--- src/design/dnp_pkg.sv ---
// Types and constants shared by the decimal number parser files.
package dnp_pkg;

  // Fraction digits kept; later digits are dropped
  localparam int unsigned MAX_FRAC_DIGITS = 18;

  localparam int unsigned INT_W   = 64;
  localparam int unsigned FRAC_W  = 60;
  localparam int unsigned COUNT_W = 5;

  // Character codes
  localparam logic [7:0] CH_NUL    = 8'h00;
  localparam logic [7:0] CH_MINUS  = 8'h2d;
  localparam logic [7:0] CH_POINT  = 8'h2e;
  localparam logic [7:0] CH_SUFFIX = 8'h66;
  localparam logic [7:0] CH_ZERO   = 8'h30;
  localparam logic [7:0] CH_NINE   = 8'h39;

  // Result status codes
  typedef enum logic [1:0] {
    STATUS_INVALID = 2'd0,
    STATUS_INTEGER = 2'd1,
    STATUS_DECIMAL = 2'd2
  } status_t;

  // Parser phase, one-hot
  typedef enum logic [4:0] {
    PH_START = 5'b00001,
    PH_INT   = 5'b00010,
    PH_FRAC  = 5'b00100,
    PH_DONE  = 5'b01000,
    PH_BAD   = 5'b10000
  } phase_t;

  // Input transaction payload
  typedef struct packed {
    logic [7:0] char_code;
  } char_t;

  // Result transaction payload
  typedef struct packed {
    logic [1:0]              status;
    logic                    negative;
    logic signed [INT_W-1:0] int_value;
    logic [FRAC_W-1:0]       frac_numerator;
    logic [COUNT_W-1:0]      frac_digits;
  } result_t;

endpackage

--- src/design/dnp_stream_if.sv ---
// Valid/ready stream interface carrying one payload per transaction.
interface dnp_stream_if #(
  parameter type payload_t = logic
);
  logic     valid;
  logic     ready;
  payload_t data;

  modport source (output valid, output data, input ready);
  modport sink   (input valid, input data, output ready);
endinterface

--- src/design/decimal_number_parser_core.sv ---
// Decimal number parser: one character per transaction, one result per string.
//
//   channel   dir  payload                                                  transactions
//   in_chan   in   char_code                                                one per character
//   out_chan  out  status, negative, int_value, frac_numerator, frac_digits one per zero byte
//
// One character is accepted every cycle while no zero byte waits in the input register; the
// parser state takes a character's update at the edge where it leaves the input register.
// A result is loaded into the output register at the edge where its zero byte leaves
// the input register. Only a zero byte waits on a full output register; other
// characters flow past a stalled result.
// Synchronous reset returns the parser to the start of a string and empties
// both registers.
module decimal_number_parser_core
  import dnp_pkg::*;
(
  input logic         clk,
  input logic         rst,
  dnp_stream_if.sink   in_chan,
  dnp_stream_if.source out_chan
);

  // Input register
  logic       s1_valid;
  logic [7:0] s1_char;

  // Parser state
  phase_t             phase;
  phase_t             phase_next;
  logic               minus_seen;
  logic               minus_seen_next;
  logic [INT_W-1:0]   int_accum;
  logic [INT_W-1:0]   int_accum_next;
  logic [FRAC_W-1:0]  frac_accum;
  logic [FRAC_W-1:0]  frac_accum_next;
  logic [COUNT_W-1:0] frac_count;
  logic [COUNT_W-1:0] frac_count_next;
  logic               frac_any;
  logic               frac_any_next;

  // Output register
  logic    out_valid;
  result_t out_data;
  result_t result_next;

  logic             s1_term;
  logic             s1_adv;
  logic             s1_digit;
  logic [INT_W-1:0] digit_ext;

  assign s1_term  = (s1_char == CH_NUL);
  assign s1_digit = s1_char inside {[CH_ZERO:CH_NINE]};
  assign digit_ext = {{(INT_W-4){1'b0}}, 4'(s1_char - CH_ZERO)};

  // Advance the input register unless a result is blocked behind the output
  assign s1_adv = s1_valid && (!s1_term || !out_valid || out_chan.ready);
  assign in_chan.ready = !s1_valid || s1_adv;

  // Next parser state for one non-terminating character
  always_comb begin
    phase_next      = phase;
    minus_seen_next = minus_seen;
    int_accum_next  = int_accum;
    frac_accum_next = frac_accum;
    frac_count_next = frac_count;
    frac_any_next   = frac_any;
    case (phase)
      PH_START, PH_INT: begin
        if ((phase == PH_START) && (s1_char == CH_MINUS)) begin
          minus_seen_next = 1'b1;
          phase_next      = PH_INT;
        end else if (s1_char == CH_POINT) begin
          phase_next = PH_FRAC;
        end else if (s1_digit) begin
          phase_next     = PH_INT;
          int_accum_next = (int_accum << 3) + (int_accum << 1) + digit_ext;
        end else begin
          phase_next = PH_BAD;
        end
      end
      PH_FRAC: begin
        if (s1_char == CH_SUFFIX) begin
          phase_next = frac_any ? PH_DONE : PH_BAD;
        end else if (s1_digit) begin
          frac_any_next = 1'b1;
          if (frac_count < COUNT_W'(MAX_FRAC_DIGITS)) begin
            frac_accum_next = (frac_accum << 3) + (frac_accum << 1)
                              + digit_ext[FRAC_W-1:0];
            frac_count_next = frac_count + 1'b1;
          end
        end else begin
          phase_next = PH_BAD;
        end
      end
      default: begin
      end
    endcase
  end

  // Result formed from the state at the terminator
  always_comb begin
    result_next = '0;
    if (phase == PH_BAD) begin
      result_next.status = STATUS_INVALID;
    end else begin
      result_next.negative  = minus_seen;
      result_next.int_value = minus_seen ? (INT_W'(0) - int_accum) : int_accum;
      if ((phase == PH_START) || (phase == PH_INT)) begin
        result_next.status = STATUS_INTEGER;
      end else begin
        result_next.status         = STATUS_DECIMAL;
        result_next.frac_numerator = frac_accum;
        result_next.frac_digits    = frac_count;
      end
    end
  end

  // Input register: hold while blocked, load on each accepted transaction
  always_ff @(posedge clk) begin
    if (rst) begin
      s1_valid <= 1'b0;
    end else if (in_chan.ready) begin
      s1_valid <= in_chan.valid;
    end
    if (in_chan.valid && in_chan.ready) begin
      s1_char <= in_chan.data.char_code;
    end
  end

  // Parser state: update per character, clear after the terminator
  always_ff @(posedge clk) begin
    if (rst || (s1_adv && s1_term)) begin
      phase      <= PH_START;
      minus_seen <= 1'b0;
      int_accum  <= '0;
      frac_accum <= '0;
      frac_count <= '0;
      frac_any   <= 1'b0;
    end else if (s1_adv) begin
      phase      <= phase_next;
      minus_seen <= minus_seen_next;
      int_accum  <= int_accum_next;
      frac_accum <= frac_accum_next;
      frac_count <= frac_count_next;
      frac_any   <= frac_any_next;
    end
  end

  // Output register: load a result, drop it once taken
  always_ff @(posedge clk) begin
    if (rst) begin
      out_valid <= 1'b0;
    end else if (s1_adv && s1_term) begin
      out_valid <= 1'b1;
    end else if (out_chan.ready) begin
      out_valid <= 1'b0;
    end
    if (s1_adv && s1_term) begin
      out_data <= result_next;
    end
  end

  assign out_chan.valid = out_valid;
  assign out_chan.data  = out_data;

endmodule

--- src/flat_wrapper.sv ---
// flat-port wrapper written by rule: the top's interface ports become plain ports
module decimal_number_parser_core_flat import dnp_pkg::*;
  (clk, rst, in_chan_valid, in_chan_data, in_chan_ready, out_chan_valid, out_chan_data, out_chan_ready);
  dnp_stream_if #(.payload_t(char_t)) in_chan_i ();
  dnp_stream_if #(.payload_t(result_t)) out_chan_i ();
  input logic clk;
  input logic rst;
  input wire logic [$bits(in_chan_i.valid)-1:0] in_chan_valid;
  input wire logic [$bits(in_chan_i.data)-1:0] in_chan_data;
  output wire logic [$bits(in_chan_i.ready)-1:0] in_chan_ready;
  output wire logic [$bits(out_chan_i.valid)-1:0] out_chan_valid;
  output wire logic [$bits(out_chan_i.data)-1:0] out_chan_data;
  input wire logic [$bits(out_chan_i.ready)-1:0] out_chan_ready;
  assign in_chan_i.valid = in_chan_valid;
  assign in_chan_i.data = in_chan_data;
  assign in_chan_ready = in_chan_i.ready;
  assign out_chan_valid = out_chan_i.valid;
  assign out_chan_data = out_chan_i.data;
  assign out_chan_i.ready = out_chan_ready;
  decimal_number_parser_core u_core (.clk(clk), .rst(rst), .in_chan(in_chan_i), .out_chan(out_chan_i));
endmodule
--- config.mk ---
export PLATFORM = sky130hd
export DESIGN_NAME = decimal_number_parser_core_flat
export DESIGN_NICKNAME = d
export VERILOG_FILES = /design/src/design/dnp_pkg.sv /design/src/design/dnp_stream_if.sv /design/src/design/decimal_number_parser_core.sv /design/src/flat_wrapper.sv
export SDC_FILE = /design/constraint.sdc
export NUM_CORES = 1
export LEC_CHECK = 0
export BUFFER_PORTS_ARGS = -buffer_cell sky130_fd_sc_hd__clkbuf_2
export CAP_MARGIN = 20
export CORE_MARGIN = 4
export CORE_UTILIZATION = 50
export CTS_CLUSTER_SIZE = 10
export DETAILED_ROUTE_END_ITERATION = 10
export GPL_TIMING_DRIVEN = 0
export PLACE_DENSITY = 0.72
export SLEW_MARGIN = 10
export SYNTH_ARGS = -nofsm -noshare
export SYNTH_HDL_FRONTEND = slang
export SYNTH_SLANG_ARGS = --single-unit
--- constraint.sdc ---
create_clock -name clk -period 12 [get_ports clk]
set_input_delay 0.6 -clock clk [delete_from_list [all_inputs] [get_ports clk]]
set_output_delay 0.6 -clock clk [all_outputs]
set_load 0.05 [all_outputs]
## Word-level counts from Yosys, hierarchy flattened

Index checks and enable logic that the tools add are counted.

| cells by class | value |
|---|---|
| order comparisons | 3 |
| equal/unequal tests | 8 |
| muxes and demuxes | 11 |
| shift operators | 0 |
| bitwise gates (word level) | 3 |
| multipliers | 0 |
| div/mod/pow operators | 0 |
| reductions and logical operators | 23 |
| add/subtract/negate cells | 7 |

Operators with widths:

| operator | number |
|---|---|
| adder 64 x 4 -> 64 bit | 1 |
| adder 64 bit | 1 |
| 2-to-1 mux 64 bit | 1 |
| subtractor 1 x 64 -> 64 bit, first input constant | 1 |
| adder 60 x 4 -> 60 bit | 1 |
| adder 60 bit | 1 |
| 2-to-1 mux 5 bit | 6 |
| equality test 8 x 6 -> 1 bit, second input constant | 2 |
| case mux 5 bit (2 select lines) | 1 |
| AND reduction 5 bit | 2 |
| equality test 8 x 7 -> 1 bit, second input constant | 1 |
| >= comparator 8 x 6 -> 1 bit, second input constant | 1 |
| <= comparator 8 x 6 -> 1 bit, second input constant | 1 |
| zero test 8 bit | 1 |
| AND reduction 3 bit | 2 |
| adder 5 x 1 -> 5 bit, second input constant | 1 |
| equality test 5 x 1 -> 1 bit, second input constant | 1 |
| equality test 5 x 2 -> 1 bit, second input constant | 1 |
| equality test 5 x 3 -> 1 bit, second input constant | 1 |
| equality test 5 bit, second input constant | 1 |
| logical AND 1 bit | 5 |
| logical OR 1 bit | 5 |
| less-than comparator 5 bit, second input constant | 1 |
| AND reduction 4 bit | 1 |
| other kinds (8) | 15 |

| word-level totals | value |
|---|---|
| output and inout port bits | 134 |
| bits in read-only memories | 0 |
| RAM bits | 0 |
| bits in registers | 278 |
| input port bits | 12 |
| memories kept | 0 |
| word-level logic and storage cells | 69 |
| bits in latches | 0 |

## Depth between registers and ports, before layout

| logic depth | value |
|---|---|
| word-level depth | 7 |
| mapped depth | 14 |
| mapped depth without buffers | 14 |

## Worst setup path after synthesis

OpenSTA, ideal clock, no wires.

| timing | value |
|---|---|
| path type | reg2reg |
| from | register u_core.s1_char[0] |
| to | register u_core.int_accum[51] |
| arrival time | 8.928 ns |
| required time | 11.878 ns |
| stages on the path, launching flop included | 10 |
| slack | 2.950 ns |
| setup time | 0.122 ns |
| clock period less this slack | 9.050 ns |
| buffers on the path | 2 |
| path through | edfxtp_1 > nor4_1 > nand4_1 > nor2b_1 > nor2_1 > nand2_1 > clkbuf_1 > clkbuf_1 > nor3_1 > a221o_1 |

| on the way | value |
|---|---|
| longest elaborated chain between the ends | 7 |
| elaborated cells between the ends (all ways) | 18 |

RTL lines:

| item | line | source |
|---|---|---|
| from (decl) | decimal_number_parser_core.sv:25 | `logic [7:0] s1_char;` |
| from (signal assigned) | decimal_number_parser_core.sv:126 | `s1_char <= in_chan.data.char_code;` |
| branches (longest 7 deep; another with adder 64 x 4 -> 64 bit) | n/a |  |
| to (signal assigned) | decimal_number_parser_core.sv:142 | `int_accum <= int_accum_next;` |
| to (decl) | decimal_number_parser_core.sv:32 | `logic [INT_W-1:0] int_accum;` |

Parallel ways; which one is timed is not known.
A chain may end at the register's enable or synchronous reset.

## Final worst setup path

| timing | value |
|---|---|
| from | register u_core.int_accum[0] |
| to | register u_core.int_accum[60] |

| on the way | value |
|---|---|
| longest elaborated chain between the ends | 2 |

RTL lines:

| item | line | source |
|---|---|---|
| adder 64 bit | decimal_number_parser_core.sv:76 | `int_accum_next = (int_accum << 3) + (int_accum << 1) + digit_ext;` |
| adder 64 x 4 -> 64 bit | decimal_number_parser_core.sv:76 |  |

Every way passes these cells.

==> Implementation_results.wiki <==
{| class="wikitable"
! Metric !! Value
|-
| Pin count of the biggest net entering global routing || 36
|-
| Count of warnings emitted by yosys || 0
|-
| Power density normalized to cell area || 92.5 nW/um^2
|-
| Rel. slew slack || 38.4%
|-
| Initial Utilization || 50.8%
|-
| Worst vdd ir || 0.0660 mV
|-
| Die width || 206 microns
|-
| Global route total overflow || 0
|-
| Actual slew at the worst max-slew pin || 0.911 ns
|-
| Final WL || 56000 microns
|-
| CP max FO || 5
|-
| Worst setup SP type || flip-flop
|-
| Residual DRC || 0
|-
| Synth Instances || 2249
|-
| Max-capacitance violation count || 0
|-
| First-pass GRT wire length || 89200 microns
|-
| Quantity of I/O buffers inserted on ports || 145
|-
| Post-layout minimum cycle time || 4.84 ns
|-
| Die H || 206 microns
|-
| Antenna-violating nets left || 0
|-
| Dominant register cell in the synthesized netlist || edfxtp_1
|-
| Routed length per instance || 18.8 microns
|-
| Total leakage power || 10.2 nW
|-
| Global-route total usage across every layer || 26.0%
|-
| Setup repair after global routing missed its margin || no
|-
| Core Box Area || 38700 sq um
|-
| Number of antenna violations at the first check in global routing || 0
|-
| TritonCTS Buffers || 36
|-
| Final instance area || 22200 sq um
|-
| Final Power || 0.00206 W
|-
| Estimated wirelength of the detail-placed design || 43300 microns
|-
| Routed vias || 17582
|-
| Hold/Removal Path Class || input port to flip-flop
|-
| Peak clock frequency supported by timing || 207 MHz
|-
| Total cell area at the placement stage || 21200 sq um
|-
| Fin Clk Skew || 0.0208 ns
|-
| Area growth from synthesis to layout || 13.1%
|-
| Crit end category || flip-flop
|-
| Share of layout cells above drive strength 1 || 9.33%
|-
| Netlist area before placement || 19700 sq um
|-
| Flip-flop and latch count after synthesis || 278
|-
| Placement row count || 72
|-
| Register area share after synthesis || 35.4%
|-
| Clock slew at the register clock pins of the worst setup and hold paths || 0.06 ns
|-
| H-tree depth || 2
|-
| Outcome || finished, final reports clean
|-
| TritonRoute pass-1 iters || 7
|-
| Via-per-instance ratio || 5.89
|-
| RD Place Congestion || 0.927
|-
| Number of global-route vias before repair || 17061
|-
| Die area || 42600 sq um
|-
| Mapped Nets || 2503
|-
| DRT iter0 DRCs || 1426
|-
| Setup Crit Path Kind || flip-flop to flip-flop
|-
| Number of setup buffers added after CTS || 0
|-
| Max Buffers Root-to-Sink || 3
|-
| Worst-path cell with the longest stage delay || o31ai_1
|-
| Final-stage net count || 2691
|-
| Arr. time, crit path || 5.24 ns
|-
| Number of sinks driven by the clock tree || 278
|-
| CTS Hold Buffers Added || 0
|-
| Mean instance size in the synthesized netlist || 8.74 sq um
|-
| Count of antenna diodes in the layout || 0
|-
| CP Data Required Time || 12.40 ns
|-
| CTS Root Buffer Type || clkbuf_16
|-
| Number of top-level pins || 146
|-
| Biggest cell delay along the critical path || 0.65 ns
|-
| Clk_lat worst skew || 0.55 ns
|-
| Final setup violating endpoints || 0
|-
| Max-slew violation total from the final report || 0
|-
| Clock tree from TritonCTS || built
|-
| Netlist cell types || 70
|-
| Critical Path, Cell by Cell || inv_1 -> fa_1 -> inv_1 -> fa_1 -> a211oi_1 -> o21ai_0 -> o211ai_1 -> a31o_2 -> o21ba_2 -> o31ai_1 -> a31oi_1 -> nor3_1 -> mux2i_1 -> o311ai_0
|-
| Post-synth EDFFs || 140
|-
| Final hold violation count || 0
|-
| Final period utilization || 40.3%
|-
| Fraction of registers with async set or reset after synthesis || 0%
|-
| Post-CTS sizing || 0
|-
| Fill cells || 3539
|}
-- worst paths after layout --
check | start | endpoint | slack (ns) | cells after the start
setup / recovery | u_core.int_accum[0] | u_core.int_accum[60] | 7.16 | 14
hold reg to reg | u_core.frac_accum[59] | u_core.frac_accum[59] | 0.46 | 2
hold / removal | rst | u_core.out_chan.valid | 0.25 | 2
setup reg to reg | u_core.int_accum[0] | u_core.int_accum[60] | 7.16 | 14
-- placed cells by master (no fill, tap or decap), types with 23 or more instances in the layout --
cell type,netlist,routed
clkbuf_2,0,145
and2_1,75,75
ha_1,238,238
clkbuf_16,0,37
clkbuf_1,102,121
o21ai_0,98,98
inv_1,48,48
nand2_1,318,318
xnor2_1,65,65
o21bai_1,25,25
xor2_1,95,95
dfxtp_1,138,138
nor3_1,43,42
edfxtp_1,140,140
a21o_1,70,70
a21oi_1,239,239
or3_1,23,23
nand4_1,51,51
o31ai_1,27,27
nor2_1,157,156
nand3_1,43,43
-- routing by layer --
layer | share of wire, % | track usage, % | wire length (microns) | vias up
li1 | - | - | - | 8558
met1 | 43 | 33.6 | 24100 | 8341
met2 | 47 | 43.8 | 26600 | 533
met3 | 5.1 | 3.01 | 2880 | 150
met4 | 4.5 | 11.6 | 2490 | 0
met5 | 0 | 0 | 0 | -
-- cells in the mapped netlist (43+ instances only) --
master	n	area, sq um
ha_1	238	2980
clkbuf_1	102	383
nor2_1	157	589
a21o_1	70	526
dfxtp_1	138	2760
o21ai_0	98	490
xor2_1	95	832
xnor2_1	65	569
edfxtp_1	140	4200
nor3_1	43	215
nand2_1	318	1190
nand3_1	43	215
a21oi_1	239	1200
nand4_1	51	319
inv_1	48	180
and2_1	75	469
-- critical path, delay by kind of cell (launching register included) --
family / cells / cell delay (ns)
mux: 1 / 0.23
simple gates: 1 / 0.37
buf+inv: 2 / 0.31
fa+ha+maj: 2 / 0.74
flops: 1 / 0.45
compound gates: 8 / 2.59
-- power breakdown --
| part | switching (W) | internal (W) |
|---|---|---|
| Clock | 0.000414 | 0.000594 |
| Sequential | 0.00000344 | 0.000993 |
| Combinational | 0.0000397 | 0.0000123 |
| Total | 0.000457 | 0.00160 |
-- flip-flops by register name (all words and copies together) (netlist names), 5 cells and up --
signal	count
u_core.frac_accum	60
u_core.s1_char	8
u_core.int_accum	64
u_core.out_chan.data	132
u_core.frac_count	5
u_core.phase	5
-- final cells by class --
cell class	count	area (sq um)	share of cell area, %
Timing Repair Buffer	150	828	3.73
Clock buffer	56	997	4.49
Sequential cell	278	6970	31.3
Multi-Input combinational cell	1816	12100	54.5
Clock inverter	10	82.6	0.371
Buffer	107	402	1.81
Tap cell	518	648	2.92
Inverter	48	180	0.810
-- cells by family after synthesis --
| family | after synthesis | share of synthesized area (%) |
|---|---|---|
| and+or+nand+nor | 812 | 19.8 |
| muxes | 7 | 0.356 |
| xor gates and xnor gates | 160 | 7.13 |
| buffers and inverters | 155 | 2.96 |
| DFF | 278 | 35.4 |
| adders and majority gates | 242 | 15.6 |
| AOI/OAI and AO/OA | 595 | 18.8 |
-- metrics by stage --
step | setup TNS [ns] | worst slack (ns) | instances | util (%) | hold WS, ns
2_1_floorplan | 0 | 2.95 | 2249 | - | 0.417
3_3_place_gp | -38.00 | -1.65 | 2912 | 54.3 | 0.432
3_5_place_dp | 0 | 7.17 | 2917 | 54.6 | 0.460
4_1_cts | 0 | 7.15 | 2983 | 57.4 | 0.225
5_1_grt | 0 | 6.79 | 2983 | 57.4 | 0.256
6_report | 0 | 7.16 | 2983 | 57.4 | 0.251
Note: power is estimated with default switching activity, not from simulation.
